==> config.mk <==
export PLATFORM = sky130hd
export DESIGN_NAME = levenshtein_distance_unit
export DESIGN_NICKNAME = d
export VERILOG_FILES = /design/src/design/lev_pkg.sv /design/src/design/lev_ram.sv /design/src/design/lev_ctrl.sv /design/src/design/lev_datapath.sv /design/src/design/levenshtein_distance_unit.sv
export SDC_FILE = /design/constraint.sdc
export NUM_CORES = 1
export LEC_CHECK = 0
export BUFFER_PORTS_ARGS = -buffer_cell sky130_fd_sc_hd__buf_2
export CAP_MARGIN = 10
export CORE_UTILIZATION = 23
export CTS_BUF_LIST = sky130_fd_sc_hd__clkbuf_4 sky130_fd_sc_hd__clkbuf_8
export DETAILED_ROUTE_END_ITERATION = 7
export PLACE_DENSITY_LB_ADDON = 0.3
export SYNTH_ARGS = -nofsm -noshare
export SYNTH_HDL_FRONTEND = slang
export SYNTH_HIERARCHICAL = 1
export SYNTH_SLANG_ARGS = --single-unit
==> constraint.sdc <==
create_clock -name clk_i -period 8.69 [get_ports clk_i]
set_input_delay 1.3035 -clock clk_i [delete_from_list [all_inputs] [get_ports clk_i]]
set_output_delay 1.3035 -clock clk_i [all_outputs]
set_load 0.01 [all_outputs]
==> src/design/lev_pkg.sv <==
`default_nettype none

package lev_pkg;

  localparam int unsigned KIND_W  = 2;
  localparam int unsigned SYM_W   = 16;
  localparam int unsigned DIST_W  = 6;
  localparam int unsigned LIMIT_W = 6;

  localparam int unsigned APB_DW    = 32;
  localparam int unsigned PADDR_W   = 3;
  localparam int unsigned REG_IDX_W = 1;

  localparam logic [REG_IDX_W-1:0] REG_DISTANCE_LIMIT = 1'b0;
  localparam logic [LIMIT_W-1:0]   LIMIT_RESET        = 6'd1;

  localparam logic [KIND_W-1:0] KIND_FIRST  = 2'd0;
  localparam logic [KIND_W-1:0] KIND_SECOND = 2'd1;
  localparam logic [KIND_W-1:0] KIND_END    = 2'd2;

  typedef struct packed {
    logic [KIND_W-1:0] kind;
    logic [SYM_W-1:0]  symbol;
  } item_t;

  typedef struct packed {
    logic [DIST_W-1:0] distance;
    logic              within_limit;
    logic              overflow;
  } result_t;

  typedef enum logic [1:0] {
    ST_IDLE,
    ST_ROW,
    ST_END_RD,
    ST_END_OUT
  } state_e;

  typedef struct packed {
    logic load_first;
    logic set_ovf;
    logic cnt_inc;
    logic row_start;
    logic row_step;
    logic rd_end;
    logic emit;
  } ctrl_cmd_t;

  typedef struct packed {
    logic first_empty;
    logic first_full;
    logic second_empty;
    logic second_full;
    logic row_last;
  } dp_status_t;

endpackage

`default_nettype wire

==> src/design/lev_ram.sv <==
`default_nettype none

module lev_ram #(
  parameter int unsigned WIDTH = 16,
  parameter int unsigned DEPTH = 32
) (
  input  wire logic                     clk_i,
  input  wire logic                     we_i,
  input  wire logic [$clog2(DEPTH)-1:0] waddr_i,
  input  wire logic [WIDTH-1:0]         wdata_i,
  input  wire logic                     re_i,
  input  wire logic [$clog2(DEPTH)-1:0] raddr_i,
  output logic      [WIDTH-1:0]         rdata_o
);

  logic [WIDTH-1:0] mem_q [DEPTH];
  logic [WIDTH-1:0] rdata_q;

  always_ff @(posedge clk_i) begin
    if (we_i) begin
      mem_q[waddr_i] <= wdata_i;
    end
    if (re_i) begin
      rdata_q <= mem_q[raddr_i];
    end
  end

  assign rdata_o = rdata_q;

endmodule

`default_nettype wire

==> src/design/lev_ctrl.sv <==
`default_nettype none

module lev_ctrl (
  input  wire logic                       clk_i,
  input  wire logic                       rst_ni,
  input  wire logic                       start_i,
  input  wire logic [lev_pkg::KIND_W-1:0] kind_i,
  input  wire lev_pkg::dp_status_t        status_i,
  output lev_pkg::ctrl_cmd_t              cmd_o,
  output logic                            busy_o
);

  lev_pkg::state_e state_q, state_d;
  logic            accept;

  assign busy_o = (state_q != lev_pkg::ST_IDLE);
  assign accept = start_i && !busy_o;

  always_ff @(posedge clk_i or negedge rst_ni) begin
    if (!rst_ni) begin
      state_q <= lev_pkg::ST_IDLE;
    end else begin
      state_q <= state_d;
    end
  end

  always_comb begin
    state_d = state_q;
    cmd_o   = '0;
    unique case (state_q)
      lev_pkg::ST_IDLE: begin
        if (accept) begin
          priority if (kind_i == lev_pkg::KIND_FIRST) begin
            if (status_i.second_empty) begin
              if (status_i.first_full) begin
                cmd_o.set_ovf = 1'b1;
              end else begin
                cmd_o.load_first = 1'b1;
              end
            end
          end else if (kind_i == lev_pkg::KIND_SECOND) begin
            if (status_i.second_full) begin
              cmd_o.set_ovf = 1'b1;
            end else if (status_i.first_empty) begin
              cmd_o.cnt_inc = 1'b1;
            end else begin
              cmd_o.row_start = 1'b1;
              state_d         = lev_pkg::ST_ROW;
            end
          end else if (kind_i == lev_pkg::KIND_END) begin
            state_d = lev_pkg::ST_END_RD;
          end else begin
            state_d = lev_pkg::ST_IDLE;
          end
        end
      end
      lev_pkg::ST_ROW: begin
        cmd_o.row_step = 1'b1;
        if (status_i.row_last) begin
          cmd_o.cnt_inc = 1'b1;
          state_d       = lev_pkg::ST_IDLE;
        end
      end
      lev_pkg::ST_END_RD: begin
        cmd_o.rd_end = 1'b1;
        state_d      = lev_pkg::ST_END_OUT;
      end
      lev_pkg::ST_END_OUT: begin
        cmd_o.emit = 1'b1;
        state_d    = lev_pkg::ST_IDLE;
      end
      default: begin
        state_d = lev_pkg::ST_IDLE;
      end
    endcase
  end

  a_row_needs_first_word: assert property (@(posedge clk_i) disable iff (!rst_ni)
    state_q == lev_pkg::ST_ROW |-> !status_i.first_empty)
    else $error("row update running with an empty first word");

  a_end_read_then_emit: assert property (@(posedge clk_i) disable iff (!rst_ni)
    state_q == lev_pkg::ST_END_RD |=> state_q == lev_pkg::ST_END_OUT)
    else $error("end read not followed by result");

  a_row_finishes: assert property (@(posedge clk_i) disable iff (!rst_ni)
    state_q == lev_pkg::ST_ROW && status_i.row_last |=> state_q == lev_pkg::ST_IDLE)
    else $error("row update did not finish at the last cell");

endmodule

`default_nettype wire

==> src/design/lev_datapath.sv <==
`default_nettype none

module lev_datapath #(
  parameter int unsigned MAX_LEN = 32
) (
  input  wire logic                        clk_i,
  input  wire logic                        rst_ni,
  input  wire lev_pkg::ctrl_cmd_t          cmd_i,
  input  wire lev_pkg::item_t              item_i,
  input  wire logic [lev_pkg::LIMIT_W-1:0] limit_i,
  output lev_pkg::dp_status_t              status_o,
  output logic                             done_o,
  output lev_pkg::result_t                 result_o
);

  localparam int unsigned LW = $clog2(MAX_LEN + 1);
  localparam int unsigned AW = $clog2(MAX_LEN);
  localparam int unsigned EW = (LW > lev_pkg::DIST_W) ? LW : lev_pkg::DIST_W;

  logic [LW-1:0] first_len_q, second_cnt_q, idx_q;
  logic          ovf_q;
  logic [lev_pkg::SYM_W-1:0] sym_q;
  logic [LW-1:0] left_q, diag_q;
  logic          done_q;
  lev_pkg::result_t result_q;

  logic [LW-1:0] idx_m1, len_m1, above, cell_new, dist_raw;
  logic [LW:0]   del_c, ins_c, sub_c, min_a, min_b;
  logic [AW-1:0] raddr;
  logic          step_wr;
  logic [lev_pkg::SYM_W-1:0] fw_rdata;
  logic [LW-1:0] row_rdata;
  logic [EW-1:0] dist_ext;
  logic [lev_pkg::DIST_W-1:0] dist_sat;

  assign idx_m1  = idx_q - LW'(1);
  assign len_m1  = first_len_q - LW'(1);
  assign raddr   = cmd_i.rd_end ? len_m1[AW-1:0] : idx_q[AW-1:0];
  assign step_wr = cmd_i.row_step && (idx_q != '0);

  lev_ram #(
    .WIDTH (lev_pkg::SYM_W),
    .DEPTH (MAX_LEN)
  ) u_first_word (
    .clk_i   (clk_i),
    .we_i    (cmd_i.load_first),
    .waddr_i (first_len_q[AW-1:0]),
    .wdata_i (item_i.symbol),
    .re_i    (cmd_i.row_step),
    .raddr_i (raddr),
    .rdata_o (fw_rdata)
  );

  lev_ram #(
    .WIDTH (LW),
    .DEPTH (MAX_LEN)
  ) u_row (
    .clk_i   (clk_i),
    .we_i    (step_wr),
    .waddr_i (idx_m1[AW-1:0]),
    .wdata_i (cell_new),
    .re_i    (cmd_i.row_step || cmd_i.rd_end),
    .raddr_i (raddr),
    .rdata_o (row_rdata)
  );

  // Before the first second-word symbol, row entry i still holds i.
  assign above = (second_cnt_q == '0) ? idx_q : row_rdata;
  assign del_c = {1'b0, left_q} + (LW+1)'(1);
  assign ins_c = {1'b0, above} + (LW+1)'(1);
  assign sub_c = {1'b0, diag_q} + (LW+1)'(fw_rdata != sym_q);
  assign min_a = (del_c < ins_c) ? del_c : ins_c;
  assign min_b = (min_a < sub_c) ? min_a : sub_c;
  assign cell_new = min_b[LW-1:0];

  always_comb begin
    if (first_len_q == '0) begin
      dist_raw = second_cnt_q;
    end else if (second_cnt_q == '0) begin
      dist_raw = first_len_q;
    end else begin
      dist_raw = row_rdata;
    end
  end

  assign dist_ext = EW'(dist_raw);
  assign dist_sat = (dist_ext > EW'(63)) ? '1 : dist_ext[lev_pkg::DIST_W-1:0];

  always_ff @(posedge clk_i or negedge rst_ni) begin
    if (!rst_ni) begin
      first_len_q  <= '0;
      second_cnt_q <= '0;
      ovf_q        <= 1'b0;
      idx_q        <= '0;
      done_q       <= 1'b0;
    end else begin
      done_q <= cmd_i.emit;
      if (cmd_i.emit) begin
        first_len_q  <= '0;
        second_cnt_q <= '0;
        ovf_q        <= 1'b0;
      end else begin
        if (cmd_i.load_first) begin
          first_len_q <= first_len_q + LW'(1);
        end
        if (cmd_i.cnt_inc) begin
          second_cnt_q <= second_cnt_q + LW'(1);
        end
        if (cmd_i.set_ovf) begin
          ovf_q <= 1'b1;
        end
      end
      if (cmd_i.row_start) begin
        idx_q <= '0;
      end else if (cmd_i.row_step) begin
        idx_q <= idx_q + LW'(1);
      end
    end
  end

  always_ff @(posedge clk_i) begin
    if (cmd_i.row_start) begin
      sym_q  <= item_i.symbol;
      diag_q <= second_cnt_q;
      left_q <= second_cnt_q + LW'(1);
    end else if (step_wr) begin
      left_q <= cell_new;
      diag_q <= above;
    end
    if (cmd_i.emit) begin
      result_q.distance     <= dist_sat;
      result_q.within_limit <= (dist_sat <= limit_i);
      result_q.overflow     <= ovf_q;
    end
  end

  assign status_o.first_empty  = (first_len_q == '0);
  assign status_o.first_full   = (first_len_q == LW'(MAX_LEN));
  assign status_o.second_empty = (second_cnt_q == '0);
  assign status_o.second_full  = (second_cnt_q == LW'(MAX_LEN));
  assign status_o.row_last     = (idx_q == first_len_q);

  assign done_o   = done_q;
  assign result_o = result_q;

  a_cleared_after_result: assert property (@(posedge clk_i) disable iff (!rst_ni)
    done_q |-> first_len_q == '0 && second_cnt_q == '0 && !ovf_q)
    else $error("pair state not cleared after result");

  a_counts_bounded: assert property (@(posedge clk_i) disable iff (!rst_ni)
    first_len_q <= LW'(MAX_LEN) && second_cnt_q <= LW'(MAX_LEN))
    else $error("word length beyond maximum");

  a_no_first_after_second: assert property (@(posedge clk_i) disable iff (!rst_ni)
    cmd_i.load_first |-> second_cnt_q == '0)
    else $error("first-word symbol stored after second-word symbols");

endmodule

`default_nettype wire

==> src/design/levenshtein_distance_unit.sv <==
// Channel   Direction  Handshake               Payload
// item      in         start && !busy          item_i (kind, symbol)
// result    out        done_o, one cycle       result_o (distance, within_limit, overflow)
// config    in         APB, write on access    distance_limit at byte address 0
//
// A first-word symbol is taken without leaving idle. A second-word symbol moves from idle to the
// row state, which issues the first read and then updates one row cell per step through the
// row memory port; with an empty first word or a full second word the block stays idle.
// An end beat keeps busy high in the read and output states; done_o strobes in the cycle after.
// Reset needs no clearing pass; the block is idle and accepts a beat as soon as reset is released.
// Results cannot be stalled; done_o is high for exactly one cycle and result_o holds until the next.
`default_nettype none

module levenshtein_distance_unit #(
  parameter int unsigned MAX_LEN = 32
) (
  input  wire logic                          clk_i,
  input  wire logic                          rst_ni,
  input  wire logic                          start,
  output logic                               busy,
  input  wire lev_pkg::item_t                item_i,
  output logic                               done_o,
  output lev_pkg::result_t                   result_o,
  input  wire logic                          psel,
  input  wire logic                          penable,
  input  wire logic                          pwrite,
  input  wire logic [lev_pkg::PADDR_W-1:0]   paddr,
  input  wire logic [lev_pkg::APB_DW-1:0]    pwdata,
  output logic      [lev_pkg::APB_DW-1:0]    prdata,
  output logic                               pready
);

  logic [lev_pkg::LIMIT_W-1:0] limit_q;
  logic                        reg_hit;
  lev_pkg::ctrl_cmd_t          cmd;
  lev_pkg::dp_status_t         status;

  assign reg_hit = (paddr[lev_pkg::PADDR_W-1:2] == lev_pkg::REG_DISTANCE_LIMIT);
  assign pready  = 1'b1;
  assign prdata  = reg_hit ? lev_pkg::APB_DW'(limit_q) : '0;

  always_ff @(posedge clk_i or negedge rst_ni) begin
    if (!rst_ni) begin
      limit_q <= lev_pkg::LIMIT_RESET;
    end else if (psel && penable && pwrite && reg_hit) begin
      limit_q <= pwdata[lev_pkg::LIMIT_W-1:0];
    end
  end

  lev_ctrl u_ctrl (
    .clk_i    (clk_i),
    .rst_ni   (rst_ni),
    .start_i  (start),
    .kind_i   (item_i.kind),
    .status_i (status),
    .cmd_o    (cmd),
    .busy_o   (busy)
  );

  lev_datapath #(
    .MAX_LEN (MAX_LEN)
  ) u_datapath (
    .clk_i    (clk_i),
    .rst_ni   (rst_ni),
    .cmd_i    (cmd),
    .item_i   (item_i),
    .limit_i  (limit_q),
    .status_o (status),
    .done_o   (done_o),
    .result_o (result_o)
  );

endmodule

`default_nettype wire

==> out/results.tsv <==
stage	metric	value	unit
run_status	status	completed	
setup_path	Critical Path Start Type	flop	
routing	Routed WL	80800	um
routing	Via Count	17500	
power	Power Dens Cells	413	mW/mm^2
power	Reg power frac	0.387	
routing	Initial DRC Count	1199	
routing	Post-DRT Antenna Nets	0	
power	combinational share of power	0.406	
sta	Setup Total Neg Slack	0	ns
setup_path	crit-path leading delay family	compound AO/OA/AOI/OAI gates	
logic_synthesis	asr flop ratio synth	0.0354	
setup_path	Worst EP required	9.11	ns
global_route	global route overflow	0	
setup_path	critical path cell sequence	inv_1 > ha_1 > nor4b_1 > nand2_1 > inv_1 > mux2i_1 > xor2_1 > ha_1 > a21o_1 > a211o_1 > a211o_1 > nand2_1 > mux2i_1 > inv_1 > ha_1 > a2111oi_0 > nor2b_1 > and3_1 > o311a_1 > or2_1 > a21o_1	
logic_synthesis	Post-synth top flop	edfxtp_1	
logic_synthesis	Seq cells post-synth	790	
min_path	Tightest Hold Check Type	reg2reg	
die	Initial Util	0.232	
routing	DR DRC count	0	
global_route	initial antenna violation count	2	
clock_network	# clock sinks	790	
final_layout	fill count	14400	
global_route	largest net degree at the start of global routing	106	
setup_path	Arr. time, crit path	7.93	ns
setup_path	reg-to-reg critical path endpoint	u_datapath/u_row/mem_q[31][2]	
clock_network	Max Root-Sink Buffers	3	
min_path	Worst Hold Depth	0	
clock_network	post-cts resize count	0	
die	die area	0.145	mm^2
setup_path	flop2flop setup slack	1.18	ns
min_path	WHS Endpoint	u_datapath/result_o[0]	
routing	routed wire length per instance	19.8	um
power	static leakage	12.9	nW
power	Max VDD drop	0.000516	V
final_layout	P&R area growth vs syn	14.8	%
final_layout	layout cells sized above 1	0.193	
logic_synthesis	share of the synthesized area in the top cell type	0.693	
sta	Final Critical Period	7.51	ns
die	Die H	381	um
sta	setup violators final	0	
min_path	Worst Hold Launch	u_datapath/ovf_q	
clock_network	Root Driver	clkbuf_8	
clock_network	total CTS buffers	137	
sta	Slew Limit Fails	0	
power	Psw	5.92	mW
power	Switching Share	0.379	
final_layout	NumNets Final	2175	
clock_network	postcts setup bufs	0	
clock_network	TritonCTS clock tree	yes	
setup_path	Crit-path slowest cell	a21o_1	
logic_synthesis	Post-synth EDFFs	762	
clock_network	clock transition at the registers of the reported paths	0.06	ns
logic_synthesis	Mapped Cells	1954	
flow_run	Max-cap violations	0	
clock_network	CTS H-tree depth	4	
logic_synthesis	YS warnings	6	
die	Core Region	0.142	mm^2
routing	via/cell ratio	4.29	
placed_design	PortBufs	46	
placed_design	HPWL after detailed placement	48200	um
placed_design	placer congestion estimate	0.809	
die	I/O Pins	102	
sta	Final period util	0.864	
sta	Final Hold Viols	0	
logic_synthesis	Yosys top cell by area	edfxtp_1	
die	die width	381	um
setup_path	worst path buffer plus inverter count	3	
die	row count	138	
setup_path	Setup crit start	u_datapath/second_cnt_q[0]	
logic_synthesis	synthesized cell area	0.0330	mm^2
setup_path	R2R Path Start	u_datapath/second_cnt_q[0]	
sta	Fmax achieved	133	MHz
logic_synthesis	Syn Area/Cell	16.9	um^2
logic_synthesis	Seq/Total Area, Yosys	0.714	
clock_network	worst skew pair latency	0.79	ns
sta	Slew @ Worst Pin	1.06	ns
setup_path	largest fanout on the critical path	32	
clock_network	Post-CTS Hold Fix Bufs	0	
setup_path	worst stage delay on the critical path	0.89	ns
sta	max_slew headroom	0.291	
sta	worst hold margin	0.464	ns
sta	RSZ-0062 raised after global routing	false	
logic_synthesis	largest cells by area after synthesis	edfxtp_1, mux2i_1, mux4_2	
global_route	number of global-route vias before repair	18000	
sta	Worst Clk Skew	0.0342	ns
global_route	first-pass GRT wire length	119000	um
setup_path	Levels on crit path	21	
setup_path	critical path type	reg2reg	
setup_path	Worst setup EP type	flop	
logic_synthesis	Netlist cell types	69	
routing	1st-pass router iterations	6	
setup_path	worst r2r path cells	21	
global_route	All-Layer GR Usage	0.110	
power	share of power burned in the clock network	0.207	
power	Internal	9.73	mW
==> power by group through the flow <==
stage	combinational (mW)	clock, mW	sequential, mW
after floorplan	4.42	0	6.04
after global placement	6.30	0	6.11
after detailed placement	6.48	0	6.12
after CTS	6.51	3.36	6.05
after global routing	6.94	3.51	6.08
final	6.36	3.24	6.05
==> synthesized netlist by cell type (4+ instances only) <==
cell type / count
edfxtp_1: 762
mux2i_1: 272
nor2_1: 100
nand2_1: 68
a22oi_1: 64
mux4_2: 60
nand3_1: 53
a21oi_1: 50
buf_4: 46
xor2_1: 40
clkbuf_1: 35
a22o_1: 32
inv_1: 30
ha_1: 29
nand4_1: 28
dfrtp_1: 27
nor3_1: 25
buf_2: 23
a31oi_1: 22
o21ai_0: 18
xnor2_1: 18
nand3b_1: 14
mux2_2: 13
buf_6: 12
nor2b_1: 7
a21o_1: 6
and2b_2: 6
buf_8: 6
or3_1: 6
or3b_2: 6
and3_1: 5
buf_1: 5
buf_12: 5
nand2b_1: 5
nor4_1: 4
or2_2: 4
==> cell families after synthesis <==
family                     synth area share
buffers and inverters                0.0319
xor gates and xnor gates             0.0154
other                              0.000227
and+or+nand+nor                      0.0534
DFF                                   0.714
AOI/OAI and AO/OA                    0.0465
adders and majority gates            0.0110
muxes                                 0.128
==> layout by cell type (no fill, tap or decap), types with 5 or more instances in the layout <==
cell / Yosys / layout
mux4_2: 60 / 60
a21o_1: 6 / 6
nand2b_1: 5 / 5
inv_1: 30 / 30
edfxtp_1: 762 / 762
or3b_2: 6 / 6
buf_4: 46 / 54
and3_1: 5 / 5
mux2_2: 13 / 13
o21ai_0: 18 / 18
xor2_1: 40 / 40
conb_1: 2 / 27
clkinvlp_4: 0 / 5
nand3_1: 53 / 53
a22o_1: 32 / 32
nor3_1: 25 / 25
clkinv_2: 0 / 10
ha_1: 29 / 29
and2b_2: 6 / 6
nand2_1: 68 / 68
xnor2_1: 18 / 18
clkinv_1: 1 / 31
nand4_1: 28 / 28
a22oi_1: 64 / 64
clkbuf_4: 0 / 41
or3_1: 6 / 6
nor2_1: 100 / 100
nand3b_1: 14 / 14
clkbuf_8: 0 / 142
a31oi_1: 22 / 22
buf_2: 23 / 46
a21oi_1: 50 / 44
dfrtp_1: 27 / 27
mux2i_1: 272 / 270
==> metrics by stage <==
step	util	instance area, um^2	power, mW	cells	worst slack (ns)
finish	0.267	37900	15.7	4080	1.18
global placement	0.248	35300	12.4	3838	1.41
global route	0.267	37900	16.5	4077	0.730
detailed placement	0.248	35300	12.6	3838	1.24
CTS	0.267	37900	15.9	4076	1.18
floorplan	-	33100	10.5	1979	2.27
==> final cells by class <==
class,instances,area [um^2],share of cell area
Sequential cell,790,23600,0.622
Tap cell,1890,2360,0.0624
Inverter,31,116,0.00307
Clock inverter,55,348,0.00917
Timing Repair Buffer,101,656,0.0173
Clock buffer,183,2260,0.0597
Multi-Input combinational cell,1026,8570,0.226
Antenna cell,4,10.0,0.000264
==> sequential cells by signal, summed over array words and instances (netlist names) <==
register / flops
u_datapath/done_o: 1
u_datapath/u_row/mem_q: 192
u_datapath/u_first_word/rdata_o: 16
limit_q: 6
u_ctrl/state_q: 2
u_datapath/idx_q: 6
u_datapath/u_row/rdata_o: 6
u_datapath/first_len_q: 6
u_datapath/diag_q: 6
u_datapath/sym_q: 16
u_datapath/u_first_word/mem_q: 512
u_datapath/left_q: 6
u_datapath/result_o: 8
u_datapath/second_cnt_q: 6
u_datapath/ovf_q: 1
==> routing by layer <==
layer	part of all wire	up-vias	GRT usage
li1	-	7904	-
met1	0.44	9019	0.142
met2	0.48	455	0.180
met3	0.050	138	0.0228
met4	0.030	2	0.0422
met5	0.000087	-	0
==> worst reg2reg max path: stages, from the launching register on <==
cell and delay, ns:
dfrtp_1 0.44, inv_1 0.13, ha_1 0.16, nor4b_1 0.32, nand2_1 0.37, inv_1 0.46, mux2i_1 0.35, xor2_1 0.24
ha_1 0.28, a21o_1 0.16, a211o_1 0.30, a211o_1 0.34, nand2_1 0.23, mux2i_1 0.37, inv_1 0.11, ha_1 0.23
a2111oi_0 0.49, nor2b_1 0.30, and3_1 0.19, o311a_1 0.33, or2_1 0.44, a21o_1 0.89
==> worst max path at each step <==
stage                               endpoint  slack, ns
4_1_cts        u_datapath/u_row/mem_q[25][2]       1.18
3_3_place_gp   u_datapath/u_row/mem_q[28][2]       1.41
2_1_floorplan   u_datapath/u_row/mem_q[0][4]       2.27
6_report       u_datapath/u_row/mem_q[31][2]       1.18
3_5_place_dp   u_datapath/u_row/mem_q[24][2]       1.24
5_1_grt        u_datapath/u_row/mem_q[13][2]       0.73
Power figures use the tool's default switching activity.
